**config.mk**
```make
export PLATFORM = sky130hd
export DESIGN_NAME = two_stack_insertion_sort_unit
export DESIGN_NICKNAME = d
export VERILOG_FILES = /design/src/sv/tsis_pkg.sv /design/src/sv/tsis_ram.sv /design/src/sv/two_stack_insertion_sort_unit.sv
export SDC_FILE = /design/constraint.sdc
export NUM_CORES = 2
export LEC_CHECK = 0
export ABC_AREA = 1
export BUFFER_PORTS_ARGS = -buffer_cell sky130_fd_sc_hd__buf_2
export CAP_MARGIN = 20
export CORE_MARGIN = 2
export CORE_UTILIZATION = 40
export CTS_BUF_LIST = sky130_fd_sc_hd__clkbuf_4 sky130_fd_sc_hd__clkbuf_8
export CTS_CLUSTER_SIZE = 30
export DETAILED_ROUTE_END_ITERATION = 8
export SKIP_CTS_REPAIR_TIMING = 1
export SYNTH_ARGS = -nofsm -noshare
export SYNTH_HDL_FRONTEND = slang
export SYNTH_SLANG_ARGS = --single-unit
```
**constraint.sdc**
```tcl
create_clock -name aclk -period 4.75 [get_ports aclk]
set_input_delay 0.2375 -clock aclk [delete_from_list [all_inputs] [get_ports aclk]]
set_output_delay 0.2375 -clock aclk [all_outputs]
set_load 0.01 [all_outputs]
```
**src/sv/tsis_pkg.sv**
```systemverilog
// Shared types and constants for the two-stack insertion sort unit.
package tsis_pkg;

    localparam int DATA_W = 32;

    typedef enum logic [2:0] {
        ST_LOAD,
        ST_POP,
        ST_HOLD,
        ST_PLACE,
        ST_REFILL,
        ST_EMIT_RD,
        ST_EMIT_OUT
    } tsis_state_t;

endpackage

```
**src/sv/tsis_ram.sv**
```systemverilog
// Single-port-write, single-port-read memory with a registered read.
module tsis_ram #(
    parameter int DEPTH = 32,
    parameter int WIDTH = 32,
    parameter int AW    = 5
) (
    input  logic             aclk,
    input  logic             we,
    input  logic [AW-1:0]    waddr,
    input  logic [WIDTH-1:0] wdata,
    input  logic             re,
    input  logic [AW-1:0]    raddr,
    output logic [WIDTH-1:0] rdata
);

    logic [WIDTH-1:0] mem [DEPTH];
    logic [WIDTH-1:0] rdata_reg;

    always_ff @(posedge aclk) begin
        if (we) begin
            mem[waddr] <= wdata;
        end
    end

    always_ff @(posedge aclk) begin
        if (re) begin
            rdata_reg <= mem[raddr];
        end
    end

    assign rdata = rdata_reg;

endmodule

```
**src/sv/two_stack_insertion_sort_unit.sv**
```systemverilog
// Top level of the two-stack insertion sort unit.
//
// Input channel (s_*): one signed 32-bit value per item in s_tdata, s_tlast
// marks the final value of a set. Values are pushed onto a main stack held in
// a memory, one item per cycle; pushes beyond STACK_DEPTH are dropped and
// flagged. The item with s_tlast is pushed too and starts the sort.
// The sort pops each main-stack entry and walks a helper stack in a second
// memory, moving larger entries back to the main stack before placing the
// value. Each pop passes through POP, HOLD and PLACE, each move back through
// PLACE and, while helper entries remain, REFILL, and every moved entry is
// popped again. Output channel (m_*): the n values leave in ascending order,
// each read from the helper memory and then passed through an output
// register; m_tlast marks the largest and m_tuser is set on every result of
// a set that lost values to overflow. s_tready is low from the last item
// until the last result is registered. A stall on m_tready holds the output
// register and pauses the drain.
// Reset empties both stacks and clears the overflow flag; memory contents
// are not cleared and need no clearing pass.
module two_stack_insertion_sort_unit #(
    parameter int STACK_DEPTH = 32
) (
    input  logic                          aclk,
    input  logic                          aresetn,
    input  logic                          s_tvalid,
    output logic                          s_tready,
    input  logic [tsis_pkg::DATA_W-1:0]   s_tdata,   // [31:0] sample_value
    input  logic                          s_tlast,   // end_of_set
    output logic                          m_tvalid,
    input  logic                          m_tready,
    output logic [tsis_pkg::DATA_W-1:0]   m_tdata,   // [31:0] sorted_value
    output logic                          m_tlast,   // final_result
    output logic                          m_tuser    // [0] values_dropped
);

    import tsis_pkg::*;

    localparam int AW = $clog2(STACK_DEPTH);
    localparam int CW = $clog2(STACK_DEPTH + 1);
    localparam logic [CW-1:0] DEPTH_C = CW'(STACK_DEPTH);
    localparam logic [CW-1:0] ONE_C   = CW'(1);
    localparam logic [CW-1:0] TWO_C   = CW'(2);

    tsis_state_t state_reg, state_next;

    logic [CW-1:0]            cnt_reg, cnt_next;
    logic [CW-1:0]            aux_reg, aux_next;
    logic [CW-1:0]            idx_reg, idx_next;
    logic                     ovf_reg, ovf_next;
    logic signed [DATA_W-1:0] held_reg, held_next;
    logic signed [DATA_W-1:0] top_reg, top_next;
    logic                     m_valid_reg, m_valid_next;
    logic [DATA_W-1:0]        m_data_reg, m_data_next;
    logic                     m_last_reg, m_last_next;
    logic                     m_user_reg, m_user_next;

    logic              main_we, main_re;
    logic [AW-1:0]     main_waddr, main_raddr;
    logic [DATA_W-1:0] main_wdata, main_rdata;
    logic              helper_we, helper_re;
    logic [AW-1:0]     helper_waddr, helper_raddr;
    logic [DATA_W-1:0] helper_wdata, helper_rdata;

    logic          s_fire;
    logic          out_free;
    logic          move_back;
    logic          emit_last;
    logic [CW-1:0] cnt_dec, aux_dec, aux_dec2;

    tsis_ram #(.DEPTH(STACK_DEPTH), .WIDTH(DATA_W), .AW(AW)) u_main_ram (
        .aclk  (aclk),
        .we    (main_we),
        .waddr (main_waddr),
        .wdata (main_wdata),
        .re    (main_re),
        .raddr (main_raddr),
        .rdata (main_rdata)
    );

    tsis_ram #(.DEPTH(STACK_DEPTH), .WIDTH(DATA_W), .AW(AW)) u_helper_ram (
        .aclk  (aclk),
        .we    (helper_we),
        .waddr (helper_waddr),
        .wdata (helper_wdata),
        .re    (helper_re),
        .raddr (helper_raddr),
        .rdata (helper_rdata)
    );

    assign s_tready  = (state_reg == ST_LOAD);
    assign s_fire    = s_tvalid && s_tready;
    assign out_free  = !m_valid_reg || m_tready;
    assign cnt_dec   = cnt_reg - ONE_C;
    assign aux_dec   = aux_reg - ONE_C;
    assign aux_dec2  = aux_reg - TWO_C;
    assign move_back = (aux_reg != '0) && (top_reg > held_reg);
    assign emit_last = (idx_reg == aux_dec);

    always_comb begin
        state_next = state_reg;
        unique case (state_reg)
            ST_LOAD: begin
                if (s_fire && s_tlast) begin
                    state_next = ST_POP;
                end
            end
            ST_POP:  state_next = ST_HOLD;
            ST_HOLD: state_next = ST_PLACE;
            ST_PLACE: begin
                if (move_back) begin
                    state_next = (aux_reg >= TWO_C) ? ST_REFILL : ST_PLACE;
                end else begin
                    state_next = (cnt_reg != '0) ? ST_POP : ST_EMIT_RD;
                end
            end
            ST_REFILL:  state_next = ST_PLACE;
            ST_EMIT_RD: state_next = ST_EMIT_OUT;
            ST_EMIT_OUT: begin
                if (out_free) begin
                    state_next = emit_last ? ST_LOAD : ST_EMIT_RD;
                end
            end
            default: state_next = ST_LOAD;
        endcase
    end

    always_comb begin
        cnt_next     = cnt_reg;
        aux_next     = aux_reg;
        idx_next     = idx_reg;
        ovf_next     = ovf_reg;
        held_next    = held_reg;
        top_next     = top_reg;
        m_valid_next = m_valid_reg && !m_tready;
        m_data_next  = m_data_reg;
        m_last_next  = m_last_reg;
        m_user_next  = m_user_reg;
        main_we      = 1'b0;
        main_waddr   = cnt_reg[AW-1:0];
        main_wdata   = s_tdata;
        main_re      = 1'b0;
        main_raddr   = cnt_dec[AW-1:0];
        helper_we    = 1'b0;
        helper_waddr = aux_reg[AW-1:0];
        helper_wdata = held_reg;
        helper_re    = 1'b0;
        helper_raddr = idx_reg[AW-1:0];
        unique case (state_reg)
            ST_LOAD: begin
                if (s_fire) begin
                    if (cnt_reg != DEPTH_C) begin
                        main_we  = 1'b1;
                        cnt_next = cnt_reg + ONE_C;
                    end else begin
                        ovf_next = 1'b1;
                    end
                end
            end
            ST_POP: begin
                main_re  = 1'b1;
                cnt_next = cnt_dec;
            end
            ST_HOLD: begin
                held_next = main_rdata;
            end
            ST_PLACE: begin
                if (move_back) begin
                    main_we      = 1'b1;
                    main_wdata   = top_reg;
                    cnt_next     = cnt_reg + ONE_C;
                    aux_next     = aux_dec;
                    helper_re    = (aux_reg >= TWO_C);
                    helper_raddr = aux_dec2[AW-1:0];
                end else begin
                    helper_we = 1'b1;
                    top_next  = held_reg;
                    aux_next  = aux_reg + ONE_C;
                end
            end
            ST_REFILL: begin
                top_next = helper_rdata;
            end
            ST_EMIT_RD: begin
                helper_re = 1'b1;
            end
            ST_EMIT_OUT: begin
                if (out_free) begin
                    m_valid_next = 1'b1;
                    m_data_next  = helper_rdata;
                    m_last_next  = emit_last;
                    m_user_next  = ovf_reg;
                    idx_next     = idx_reg + ONE_C;
                    if (emit_last) begin
                        idx_next = '0;
                        aux_next = '0;
                        ovf_next = 1'b0;
                    end
                end
            end
            default: begin
            end
        endcase
    end

    always_ff @(posedge aclk) begin
        if (!aresetn) begin
            state_reg   <= ST_LOAD;
            cnt_reg     <= '0;
            aux_reg     <= '0;
            idx_reg     <= '0;
            ovf_reg     <= 1'b0;
            m_valid_reg <= 1'b0;
        end else begin
            state_reg   <= state_next;
            cnt_reg     <= cnt_next;
            aux_reg     <= aux_next;
            idx_reg     <= idx_next;
            ovf_reg     <= ovf_next;
            m_valid_reg <= m_valid_next;
        end
    end

    always_ff @(posedge aclk) begin
        held_reg   <= held_next;
        top_reg    <= top_next;
        m_data_reg <= m_data_next;
        m_last_reg <= m_last_next;
        m_user_reg <= m_user_next;
    end

    assign m_tvalid = m_valid_reg;
    assign m_tdata  = m_data_reg;
    assign m_tlast  = m_last_reg;
    assign m_tuser  = m_user_reg;

endmodule
```
## Word-level counts from Yosys, hierarchy flattened

Memory sizes are Yosys's and may differ from the RTL's. A register that Yosys moved wholly into a read port is not among the register bits.
Cells that the tools add are included.

- Memories: 2
- Latch bits: 0
- Input bits: 37
- Output and inout bits: 36
- Memory bits (writable): 2,048
- Memory bits (read-only): 0
- Register bits: 121

- Mux-type cells: 42
- Divide/modulo/power cells: 0
- Multipliers: 0
- Reductions and logical operators: 21
- Bitwise gates (word level): 0
- Shift-type cells: 0
- Equality and inequality tests: 16
- $add $sub $neg: 6
- Magnitude comparators: 2

Memories:

| memory | depth | bits a word | read ports | clocked after memory_dff | write ports | line | RTL |
|---|---|---|---|---|---|---|---|
| u_helper_ram.mem | 32 | 32 | 1 | 1 | 1 | tsis_ram.sv:16 | `logic [WIDTH-1:0] mem [DEPTH];` |
| u_main_ram.mem | 32 | 32 | 1 | 1 | 1 | tsis_ram.sv:16 |  |

Operators by type and width:

| operator | number |
|---|---|
| two-way mux 32 bit | 3 |
| one-hot mux 32 bit (2 select lines) | 1 |
| two-way mux 6 bit | 7 |
| greater-than comparator 32 bit | 1 |
| adder 6 x 1 -> 6 bit (second input constant) | 3 |
| two-way mux 3 bit | 6 |
| one-hot mux 3 bit (6 select lines) | 1 |
| one-hot mux 6 bit (3 select lines) | 1 |
| two-way mux 1 bit | 17 |
| one-hot mux 6 bit (2 select lines) | 1 |
| nonzero test 6 bit | 2 |
| subtractor 6 x 1 -> 6 bit (second input constant) | 2 |
| two-way mux 5 bit | 2 |
| != test 2 bit (second input constant) | 5 |
| equality test 3 bit (second input constant) | 3 |
| equality test 3 x 2 -> 1 bit (second input constant) | 2 |
| equality test 6 bit | 1 |
| >= comparator 6 x 2 -> 1 bit (second input constant) | 1 |
| != test 2 x 1 -> 1 bit (second input constant) | 3 |
| != test 6 bit (second input constant) | 1 |
| one-hot mux 1 bit (2 select lines) | 3 |
| AND reduction 2 bit | 3 |
| nonzero test 2 bit | 3 |
| AND reduction 5 bit | 1 |
| 10 further kinds | 14 |

## Logic depth before layout (Yosys ltp)

- Depth in word-level cells: 6
- Gate-level depth with buffers: 28
- Mapped depth without buffers: 25

## By module

Synthesis repeated with hierarchy kept, for this count alone.

- Cells, all modules: 7,759
- Area total of the unflattened synthesis: 91,783.0 µm²

Modules (own cells, without submodules):

| module | cells an instance | area an instance (µm²) | times used |
|---|---|---|---|
| tsis_ram | 3,536 | 42,726.0 | 2 |
| two_stack_insertion_sort_unit | 687 | 6,331.1 | 1 |

## Worst setup path after synthesis

No wires, ideal clock.

- Kind: reg-to-reg
- From: register held_reg[31]
- To: register u_helper_ram.rdata_reg[0] (netlist: u_helper_ram.rdata[0]) (read register of u_helper_ram.mem), enable pin
- Slack: 607 ps
- Required time: 4,275 ps
- Arrival time: 3,668 ps
- Buffers on the path: 1
- Cell stages (with the launch flop): 12
- Cells stage by stage: edfxtp_1 -> inv_1 -> ha_1 -> a21oi_1 -> o21a_1 -> nand2_1 -> a21oi_1 -> nand3_1 -> nand2_2 -> nand3_1 -> buf_6 -> o32ai_1

- Longest elaborated chain between the ends: 4
- Elaborated cells between the ends (all ways): 6
- Those cells by class: order compare: 1; mux: 4; reduce/logical: 1

RTL lines:

| element | line | RTL |
|---|---|---|
| from (decl) | two_stack_insertion_sort_unit.sv:49 | `logic signed [DATA_W-1:0] held_reg, held_next;` |
| from (signal assigned) | two_stack_insertion_sort_unit.sv:223 | `held_reg <= held_next;` |
| greater-than comparator 32 bit | two_stack_insertion_sort_unit.sv:95 | `assign move_back = (aux_reg != '0) && (top_reg > held_reg);` |
| logical AND 1 bit | two_stack_insertion_sort_unit.sv:95 |  |
| two-way mux 1 bit | two_stack_insertion_sort_unit.sv:166 | `if (move_back) begin` |
| one-hot mux 1 bit (2 select lines) | two_stack_insertion_sort_unit.sv:147 | `unique case (state_reg)` |
| named net helper_re | two_stack_insertion_sort_unit.sv:59 | `logic helper_we, helper_re;` |
| to (decl) | tsis_ram.sv:17 | `logic [WIDTH-1:0] rdata_reg;` |

The timed path passes the listed nets, and every way through them passes these cells.
A chain may end at the register's enable or synchronous reset.

## Worst setup path after layout

- From: register held_reg[31]
- To: register u_helper_ram.rdata_reg[3] (netlist: u_helper_ram.rdata[3]) (read register of u_helper_ram.mem) (data pin)

- Longest elaborated chain between the ends: 4
- Elaborated cells between the ends (all ways): 6
- Those cells by class: order compare: 1; mux: 4; reduce/logical: 1

RTL lines:

| element | line |
|---|---|
| greater-than comparator 32 bit * | two_stack_insertion_sort_unit.sv:95 |
| logical AND 1 bit * | two_stack_insertion_sort_unit.sv:95 |
| two-way mux 1 bit / two-way mux 5 bit (equally long branches) | two_stack_insertion_sort_unit.sv:166 |
| one-hot mux 1 bit (2 select lines) / two-way mux 5 bit (equally long branches) | two_stack_insertion_sort_unit.sv:147 |

Every way passes the cells marked *; elsewhere a longest branch is shown, timed or not.

==> results.toml <==
[cells_and_area]
seq_area_um2 = 66800
top_regs = "u_helper_ram.mem: 1024 flops, u_main_ram.mem: 1024 flops"
layout-drive-gt1-share_pct = 12.0
nFillCells = 20700
multi_input_area_um2 = 20700
layout.nets = 8230
area_growth_pct = 14.2

[clock_network]
cts_root_buf = "clkbuf_8"
htree_num_levels = 5
clock_sinks = 2233
cts_tree = "yes"
cts_buffer_depth = 4
clkTransAtPathRegs_ns = 0.07
numCtsBuffers = 365
worstSkewPairLatency_ns = 1.06

[synth]
synth_area_um2 = 92800
ys.flop_type = "edfxtp_1"
synth.avg_cell_area_um2 = 11.8
async_flop_share_pct = 0
synth_edf_count = 2210
ys_seq_elements = 2233
yosys_warnings = 0
ys_seq_area_share_pct = 72.0
syn_inst = 7861
synth.distinct_cells = 46
syn_nets = 7944

[placement]
gp_congestion = 0.847
hpwl_um = 153000
pre_cts_ws_ns = 0.432
io_buffers = 72

[detailed_routing]
drt_iter0_markers = 7730
totalWireLength_um = 283000
dr.pass1.iters = 6
wl_per_cell_um = 24.7
num_vias = 63000
routed_via_density = 5.51
ant_nets = 0
drc = 0

[power_and_ir_drop]
leakagePower_nw = 39.4
combPwrFrac_pct = 21.0
power.internal_mw = 33.6
power.switching_mw = 15.2
clkPwrFrac_pct = 32.7
p_seq_share_pct = 46.3
peakVddDrop_v = 0.000866
powerDensity_nw_per_um2 = 461
switching_share_pct = 31.2

[floorplanning]
start_util_pct = 40.3
dieWidth_um = 486
core-area_um2 = 230000
die_area_um2 = 236000
die_y_um = 486
row_count = 176
ios = 73

[sta]
tightest_slew_ns = 1.08
tns_ns = 0
rsz0062_at_grt = "false"
drv_slew = 0
clock.fmax_ghz = 0.230
setup_viol = 0
maxSlewHeadroom_pct = 28.0
fin_crit_sh_pct = 91.5
fin_skew_ns = 0.0800
period_minus_slack_ns = 4.35
final_hold_viol_count = 0
setup_slack_ns = 0.402

[global_routing]
antenna_found_initial = 13
grt_pass1_vias = 60500
grt-ovfl-total = 0
grt_max_degree = 189
grt_util_all_layers_pct = 23.3
grt_pass1_wl_um = 408000

[worst_setup_path]
startpoint_type = "flop"
endpoint_kind = "flop"
critPathRequiredTime_ns = 5.56
path_max_fanout = 43
critPathKind = "reg2reg"
critPathArrivalTime_ns = 5.16

[status]
status = "complete, no violations"

[run]
maxCapViolations = 0

[hold_path]
hold_path_class = "in2reg"
[cell families (layout without fill, tap and decap cells)]
group                    after synthesis  in the layout  synth area share (%)
AND/OR/NAND/NOR                     3106           3106                  14.6
flip-flops                          2233           2233                  72.0
AO/OA/AOI/OAI                        960            960                  6.28
other                                  0              8                     0
adder cells (fa/ha/maj)               46             46                 0.620
XOR/XNOR                              15             15                 0.142
buffers and inverters               1500           2048                  6.39
multiplexers                           1              1                0.0121
[worst max-delay path, cell delays in order (launching register included)]
cell	delay (ns)
edfxtp_1	0.43
inv_1	0.09
ha_1	0.39
nand2_1	0.11
nor2_1	0.26
nand2_1	0.12
nor2_1	0.17
a31oi_1	0.30
nand3_2	0.19
buf_4	0.27
nand2_8	0.13
nand2_8	0.32
buf_12	0.29
buf_4	0.21
nand2_1	0.06
nand3_1	0.09
nand3_1	0.07
nand3_1	0.10
nand2_1	0.13
nand2_1	0.22
nand2_1	0.07
[cell usage after synthesis (2+ instances only)]
cell	number	area (um^2)
o21ai_2	2	17.5
o221ai_1	195	1710
dfxtp_1	23	460
edfxtp_1	2210	66400
o32ai_1	2	17.5
buf_2	178	891
nor3_1	8	40.0
nand2_2	2	12.5
nand3b_1	97	728
xnor2_1	2	17.5
clkbuf_1	255	957
o211ai_1	2	15.0
o21ai_0	560	2800
nand4_1	4	25.0
nor2_1	712	2670
a32oi_1	31	272
inv_1	1018	3820
buf_1	31	116
nand3_1	1107	5540
buf_4	7	52.6
or2_2	2	12.5
buf_6	6	67.6
inv_2	4	15.0
o21ai_1	2	10.0
nand2_1	1165	4370
xor2_1	13	114
o22ai_1	64	400
a21oi_1	60	300
nand2_4	3	33.8
ha_1	46	576
a31oi_1	34	213
nor3b_1	2	15.0
[per-layer routing]
| layer | wire length, um | track usage [%] |
|---|---|---|
| met2 | 132000 | 37.4 |
| met4 | 12700 | 10.3 |
| met5 | 28 | 0 |
| met1 | 114000 | 31.2 |
| met3 | 24100 | 3.94 |
[placed cells by master, fill, tap and decap left out, drive strengths merged, types with 8 or more instances in the layout]
master       synthesis  routed
edfxtp            2210    2210
nand2             1170    1170
nand3             1107    1107
inv               1023    1025
nor2               712     712
o21ai              565     565
clkbuf             255     497
buf                222     364
o221ai             195     195
clkinv               0     118
nand3b              97      97
o22ai               64      64
a21oi               60      60
ha                  46      46
a31oi               34      34
dlygate4sd3          0      32
a32oi               31      31
dfxtp               23      23
xor2                13      13
nor3                 9       9
diode                0       8
clkinvlp             0       8
[power by group through the flow]
| stage | Sequential [mW] | Clock (mW) | Combinational [mW] |
|---|---|---|---|
| after floorplan | 23.1 | 0 | 5.71 |
| after global placement | 23.0 | 0 | 9.87 |
| after detailed placement | 23.0 | 0 | 10.0 |
| after CTS | 22.6 | 16.2 | 10.1 |
| after global routing | 22.6 | 17.0 | 11.0 |
| final | 22.6 | 16.0 | 10.3 |
[per-stage QoR]
step           util, %  area, um^2  std cells  hold WS (ns)  total power [mW]
2_1_floorplan        -       92800       7861         0.400              28.8
3_3_place_gp      42.9       98900      10800         0.402              32.8
3_5_place_dp      42.9       98900      10800         0.405              33.0
4_1_cts           45.9      106000      11400        -0.486              48.9
5_1_grt           46.0      106000      11400      0.000423              50.6
6_report          46.0      106000      11400       0.00306              48.8
[worst paths after layout]
path | from | end | slack (ns) | cells past startpoint
worst min register to register | u_main_ram.rdata[22] | held_reg[22] | 0.42 | 0
worst min-delay path | s_tdata[31] | u_main_ram.mem[14][31] | 0.003 | 4
worst max register to register | held_reg[31] | u_helper_ram.rdata[3] | 0.40 | 20
worst max-delay path | held_reg[31] | u_helper_ram.rdata[3] | 0.40 | 20
[final cells by class]
type	instances	area share, %
inverters	1023	3.64
well taps	3026	3.57
repair buffers	396	3.80
flip-flops and latches	2233	63.1
clock buffers	497	5.71
diodes	8	0.0189
clock inverters	132	0.652
multi-input cells	4128	19.5
(Power assumes the default switching activity.)
